$ cat src/rtl/mlfd_pkg.sv
package mlfd_pkg;

	localparam int unsigned PAYLOAD_MAX_DEF = 256;

	localparam logic [7:0] MAGIC_FIRST   = 8'hA5;
	localparam logic [7:0] MAGIC_SECOND  = 8'h5A;
	localparam logic [7:0] FRAME_VERSION = 8'h01;

	localparam int unsigned LEN_OUT_W = 9;
	localparam int unsigned TDATA_OUT_W = 32;

	typedef enum logic [6:0] {
		PH_HUNT    = 7'b0000001,
		PH_MAGIC0  = 7'b0000010,
		PH_MAGIC1  = 7'b0000100,
		PH_VERSION = 7'b0001000,
		PH_TYPE    = 7'b0010000,
		PH_LENHI   = 7'b0100000,
		PH_PAYLOAD = 7'b1000000
	} phase_t;

	// A failing byte that is itself a first magic byte starts a new header.
	function automatic phase_t resync_phase(input logic [7:0] b);
		return (b == MAGIC_FIRST) ? PH_MAGIC0 : PH_HUNT;
	endfunction

endpackage

$ cat src/rtl/magic_length_frame_deframer.sv
// An accepted input item that yields a result shows it on the m_ side in the cycle after it is accepted.
// Throughput: one input item per cycle; the byte parser and the result register
// take a new item whenever the result register is empty or being drained.
// Reset: arst_n clears the parser to hunting for the first magic byte, clears
// the held type, length, byte count and discard flag, and empties the result.
module magic_length_frame_deframer #(
	parameter int unsigned PAYLOAD_MAX = mlfd_pkg::PAYLOAD_MAX_DEF
) (
	input  logic        clk,
	input  logic        arst_n,
	input  logic        s_tvalid,
	output logic        s_tready,
	input  logic [7:0]  s_tdata,   // [7:0] rx_byte
	input  logic        s_tlast,   // chunk_end
	output logic        m_tvalid,
	input  logic        m_tready,
	output logic [31:0] m_tdata,   // [7:0] frame_type, [16:8] frame_length,
	                               // [24:17] payload_byte, [31:25] zero
	output logic [0:0]  m_tuser,   // [0] has_data
	output logic        m_tlast    // frame_last
);

	localparam int unsigned CNT_W = (PAYLOAD_MAX < 2) ? 1 : $clog2(PAYLOAD_MAX + 1);
	localparam logic [15:0] LEN_LIMIT = 16'(PAYLOAD_MAX);

	mlfd_pkg::phase_t phase_q, phase_d;
	logic [7:0]       type_q, type_d;
	logic [15:0]      len_q, len_d;
	logic [CNT_W-1:0] left_q, left_d;
	logic             discard_q, discard_d;

	logic             acc;
	logic             emit, emit_data, emit_last;
	logic [7:0]       emit_byte;
	logic [15:0]      len_full;

	logic             out_valid_q;
	logic [7:0]       out_type_q;
	logic [mlfd_pkg::LEN_OUT_W-1:0] out_len_q;
	logic [7:0]       out_byte_q;
	logic             out_data_q;
	logic             out_last_q;

	assign s_tready = !out_valid_q || m_tready;
	assign acc      = s_tvalid && s_tready;
	assign len_full = {len_q[15:8], s_tdata};

	always_comb begin
		phase_d   = phase_q;
		type_d    = type_q;
		len_d     = len_q;
		left_d    = left_q;
		discard_d = discard_q;
		emit      = 1'b0;
		emit_data = 1'b0;
		emit_last = 1'b0;
		emit_byte = '0;
		if (discard_q) begin
			// drop bytes up to and including the chunk end
			if (s_tlast) begin
				discard_d = 1'b0;
			end
		end else begin
			case (phase_q)
				mlfd_pkg::PH_MAGIC0: begin
					phase_d = (s_tdata == mlfd_pkg::MAGIC_SECOND) ? mlfd_pkg::PH_MAGIC1
						: mlfd_pkg::resync_phase(s_tdata);
				end
				mlfd_pkg::PH_MAGIC1: begin
					phase_d = (s_tdata == mlfd_pkg::FRAME_VERSION) ? mlfd_pkg::PH_VERSION
						: mlfd_pkg::resync_phase(s_tdata);
				end
				mlfd_pkg::PH_VERSION: begin
					type_d  = s_tdata;
					phase_d = mlfd_pkg::PH_TYPE;
				end
				mlfd_pkg::PH_TYPE: begin
					len_d   = {s_tdata, 8'h00};
					phase_d = mlfd_pkg::PH_LENHI;
				end
				mlfd_pkg::PH_LENHI: begin
					len_d = len_full;
					if (len_full > LEN_LIMIT) begin
						phase_d   = mlfd_pkg::PH_HUNT;
						discard_d = !s_tlast;
					end else if (len_full == 16'h0000) begin
						phase_d   = mlfd_pkg::PH_HUNT;
						emit      = 1'b1;
						emit_last = 1'b1;
					end else begin
						left_d  = len_full[CNT_W-1:0];
						phase_d = mlfd_pkg::PH_PAYLOAD;
					end
				end
				mlfd_pkg::PH_PAYLOAD: begin
					emit      = 1'b1;
					emit_data = 1'b1;
					emit_byte = s_tdata;
					emit_last = (left_q <= CNT_W'(1));
					if (left_q != '0) begin
						left_d = left_q - CNT_W'(1);
					end
					if (emit_last) begin
						phase_d = mlfd_pkg::PH_HUNT;
					end
				end
				default: begin
					phase_d = mlfd_pkg::resync_phase(s_tdata);
				end
			endcase
		end
	end

	always_ff @(posedge clk or negedge arst_n) begin
		if (!arst_n) begin
			phase_q   <= mlfd_pkg::PH_HUNT;
			type_q    <= '0;
			len_q     <= '0;
			left_q    <= '0;
			discard_q <= 1'b0;
		end else if (acc) begin
			phase_q   <= phase_d;
			type_q    <= type_d;
			len_q     <= len_d;
			left_q    <= left_d;
			discard_q <= discard_d;
		end
	end

	always_ff @(posedge clk or negedge arst_n) begin
		if (!arst_n) begin
			out_valid_q <= 1'b0;
		end else if (acc) begin
			out_valid_q <= emit;
		end else if (m_tready) begin
			out_valid_q <= 1'b0;
		end
	end

	always_ff @(posedge clk) begin
		if (acc && emit) begin
			out_type_q <= type_d;
			out_len_q  <= len_d[mlfd_pkg::LEN_OUT_W-1:0];
			out_byte_q <= emit_byte;
			out_data_q <= emit_data;
			out_last_q <= emit_last;
		end
	end

	assign m_tvalid   = out_valid_q;
	assign m_tdata    = {7'b0000000, out_byte_q, out_len_q, out_type_q};
	assign m_tuser[0] = out_data_q;
	assign m_tlast    = out_last_q;

endmodule

$ cat config.mk
export PLATFORM = sky130hd
export DESIGN_NAME = magic_length_frame_deframer
export DESIGN_NICKNAME = d
export VERILOG_FILES = /design/src/rtl/mlfd_pkg.sv /design/src/rtl/magic_length_frame_deframer.sv
export SDC_FILE = /design/constraint.sdc
export NUM_CORES = 1
export LEC_CHECK = 0
export BUFFER_PORTS_ARGS = -buffer_cell sky130_fd_sc_hd__buf_2
export CAP_MARGIN = 20
export CORE_ASPECT_RATIO = 0.5
export CORE_MARGIN = 2
export CORE_UTILIZATION = 28
export DETAILED_ROUTE_END_ITERATION = 8
export PLACE_DENSITY = 0.42
export SYNTH_ARGS = -nofsm -noshare
export SYNTH_HDL_FRONTEND = slang
export SYNTH_SLANG_ARGS = --single-unit
$ cat constraint.sdc
create_clock -name clk -period 3.6 [get_ports clk]
set_input_delay 0.36 -clock clk [delete_from_list [all_inputs] [get_ports clk]]
set_output_delay 0.36 -clock clk [all_outputs]
set_load 0.02 [all_outputs]
==> impl_metrics.toml <==
[pwr]
switching_share = 0.216
p_seq_frac = 0.439
power.switching_mw = 0.408
p_int_mw = 1.48
power_density_mw_per_mm2 = 454
power_frac_clock = 0.521
p_leak_nw = 1.71
combPwrFrac = 0.040
ir_drop_v = 0.000188

[floorplanning]
start_util = 0.291
rows = 28
pin_count = 49
die_h_um = 82.8
die_area_mm2 = 0.0134
core_mm2 = 0.0119
die_w_um = 162

[place]
place_area_mm2 = 0.00380
portBuffers = 41
place_inst = 485
hpwl_mm = 5.96
pre_cts_slack_ns = 1.11
gp_congestion = 0.805

[grt]
antenna_found_initial = 0
grtUsageTotal = 0.139
first_global_vias = 2465
grt_first_pass_wirelength_mm = 13.7
grt_max_degree = 43
overflow = 0

[sta]
fmax_mhz = 406
skew_ns = 0.00391
tightest_slew_ns = 0.796
rsz0062_at_grt = "false"
hold_violations = 0
min_period_ns = 2.46
relSlewSlack = 0.468
tns_ns = 0
fin_crit_sh = 0.683
maxSlewViolCount = 0
setup_viol = 0
layout_setup_ws_ns = 1.14

[critical_path]
worst_setup_path_end_kind = "flip-flop"
critical-path-max-stage-delay_ns = 0.55
critPathLaunchType = "flip-flop"
cp.arrival_ns = 2.46
crit_required_ns = 3.60
crit_chain = "or4_4 > nor4_4 > nor4b_1 > nor2_1 > nor2_2 > buf_4"
crit_fanout = 27
crit_type = "flip-flop to flip-flop"
slowest_stage = "or4_4"

[route]
dr.pass1.iters = 4
wl_per_cell_um = 17.4
vias = 2484
drt-initial-drc-count = 128
drc = 0
routed_wl_mm = 8.74
avgViaCountPerCell = 4.94
ant_nets = 0

[layout]
fin_cells = 503
drive_gt1_frac = 0.305
fill_cells = 1179
antenna_cells = 0
final_util = 0.348
design_area_mm2 = 0.00416
area_growth_syn_to_layout_pct = 19.7
final_nets = 349

[clocking]
clockRootBuffer = "clkbuf_16"
clock_sinks = 69
cts_resized = 0
cts_buffer_depth = 2
ctsHoldBuffers = 0
numCtsBuffers = 9
tritoncts = "yes"
cts.clk_slew.worst_paths_ns = 0.06
htree_levels = 3
clk_latency_ns = 0.33
post-cts-setup-buffers = 0

[logic_synthesis]
synth_enable_flop_cells = 27
syn_area_per_cell_um2 = 11.9
yosysWarnings = 0
netlist.top_cell.by_area = "dfrtp_1"
synth-async-reset-ratio = 0.609
synth.top_cell.area_share = 0.295
synth.distinct_cells = 58
synthTopCellsByArea = "dfrtp_1, edfxtp_1, mux2_2"
syn_inst = 293
synth_seq_cells = 69
syn_area_mm2 = 0.00347
synth_ff_type = "dfrtp_1"
synth_common_cells = "dfrtp_1, edfxtp_1, mux2_2, nor2_1, nand2_1"
seq_area_frac_synth = 0.536
synth_most_common_cell = "dfrtp_1"

[outcome]
status = "completed"

[min_path]
hp-class = "input pin to flip-flop"

[run]
drv_cap = 0
[flip-flops by register name, indices dropped and copies added, names as in the netlist, 7 cells and up]
name and flops:
left_q 9, type_q 8, out_len_q 9, len_q 16, phase_q 7, out_byte_q 8, out_type_q 8
[critical path, delay by kind of cell (launching register included)]
family                 cells  cell delay (ns)
AND/OR/NAND/NOR            5             1.40
buffers and inverters      1             0.33
flip-flops                 1             0.38
[per-layer routing]
layer | vias to the layer above | part of all wire | track usage
li1 | 1160 | - | -
met5 | - | 0 | 0
met1 | 1243 | 0.49 | 0.181
met2 | 69 | 0.44 | 0.223
met3 | 12 | 0.050 | 0.0383
met4 | 0 | 0.014 | 0.0545
[final timing paths]
check / startpoint / endpoint / slack, ns / depth (start not counted)
setup / recovery: len_q[12]$_DFFE_PN0P_ / out_len_q[5]$_DFFE_PP_ / 1.14 / 6
hold / removal: s_tlast / discard_q$_DFFE_PN0P_ / 0.20 / 2
setup reg to reg: len_q[12]$_DFFE_PN0P_ / out_len_q[5]$_DFFE_PP_ / 1.14 / 6
hold reg to reg: len_q[4]$_DFFE_PN0P_ / len_q[4]$_DFFE_PN0P_ / 0.50 / 1
max in group asynchronous: arst_n / type_q[7]$_DFFE_PN0P_ / 2.62 / 3
min in group asynchronous: arst_n / phase_q[3]$_DFFE_PN0P_ / 0.48 / 2
[power groups by stage]
stage          sequential (mW)  combinational [mW]  clock [mW]
2_1_floorplan            0.843              0.0482           0
3_3_place_gp             0.844              0.0727           0
3_5_place_dp             0.844              0.0727           0
4_1_cts                  0.829              0.0728        1.01
5_1_grt                  0.829              0.0831        1.04
6_report                 0.829              0.0752       0.983
[logic make-up (layout without fill, tap and decap cells)]
kind of cell    count (synthesis)  after routing  share of synthesized area
simple gates                   99             99                      0.179
buf+inv                        29             68                     0.0472
flops                          69             69                      0.536
mux                            26             26                     0.0897
fa+ha+maj                       3              3                     0.0108
xor+xnor                        2              2                    0.00504
compound gates                 64             64                      0.131
other cells                     1              7                    0.00108
[stage by stage]
stage          hold slack, ns  total power [mW]
2_1_floorplan          0.0644             0.891
3_3_place_gp            0.484             0.916
3_5_place_dp            0.483             0.917
4_1_cts                 0.184              1.91
5_1_grt                 0.196              1.95
6_report                0.198              1.89
[cell type report]
cell class,count,area [um^2],area share
Clock buffer,10,239,0.0575
Clock inverter,6,93.8,0.0226
Inverter,5,18.8,0.00451
Multi-Input combinational cell,201,1470,0.354
Sequential cell,69,1860,0.448
Tap cell,165,206,0.0496
Timing Repair Buffer,47,265,0.0638
[layout by cell type, fill, tap and decap left out, types with 3 or more instances in the layout]
cell type | netlist | final
edfxtp_1 | 27 | 27
o21ai_0 | 8 | 8
a31oi_1 | 3 | 3
ha_1 | 3 | 3
nor2b_1 | 5 | 5
buf_4 | 7 | 4
mux2_4 | 5 | 5
nor3_1 | 9 | 9
nand2_1 | 17 | 17
clkbuf_16 | 0 | 9
o21ai_1 | 7 | 7
nor4b_1 | 3 | 3
conb_1 | 1 | 7
buf_2 | 5 | 41
nand3_1 | 3 | 3
o31ai_1 | 10 | 10
a22o_1 | 14 | 14
nand2b_1 | 5 | 5
mux2_2 | 21 | 21
or3_1 | 3 | 3
a21oi_1 | 7 | 7
nor2_1 | 19 | 18
nor4_4 | 3 | 3
inv_1 | 5 | 5
and2_1 | 8 | 8
nand4_1 | 3 | 3
dfrtp_1 | 41 | 41
Note: power is estimated with default switching activity, not from simulation.
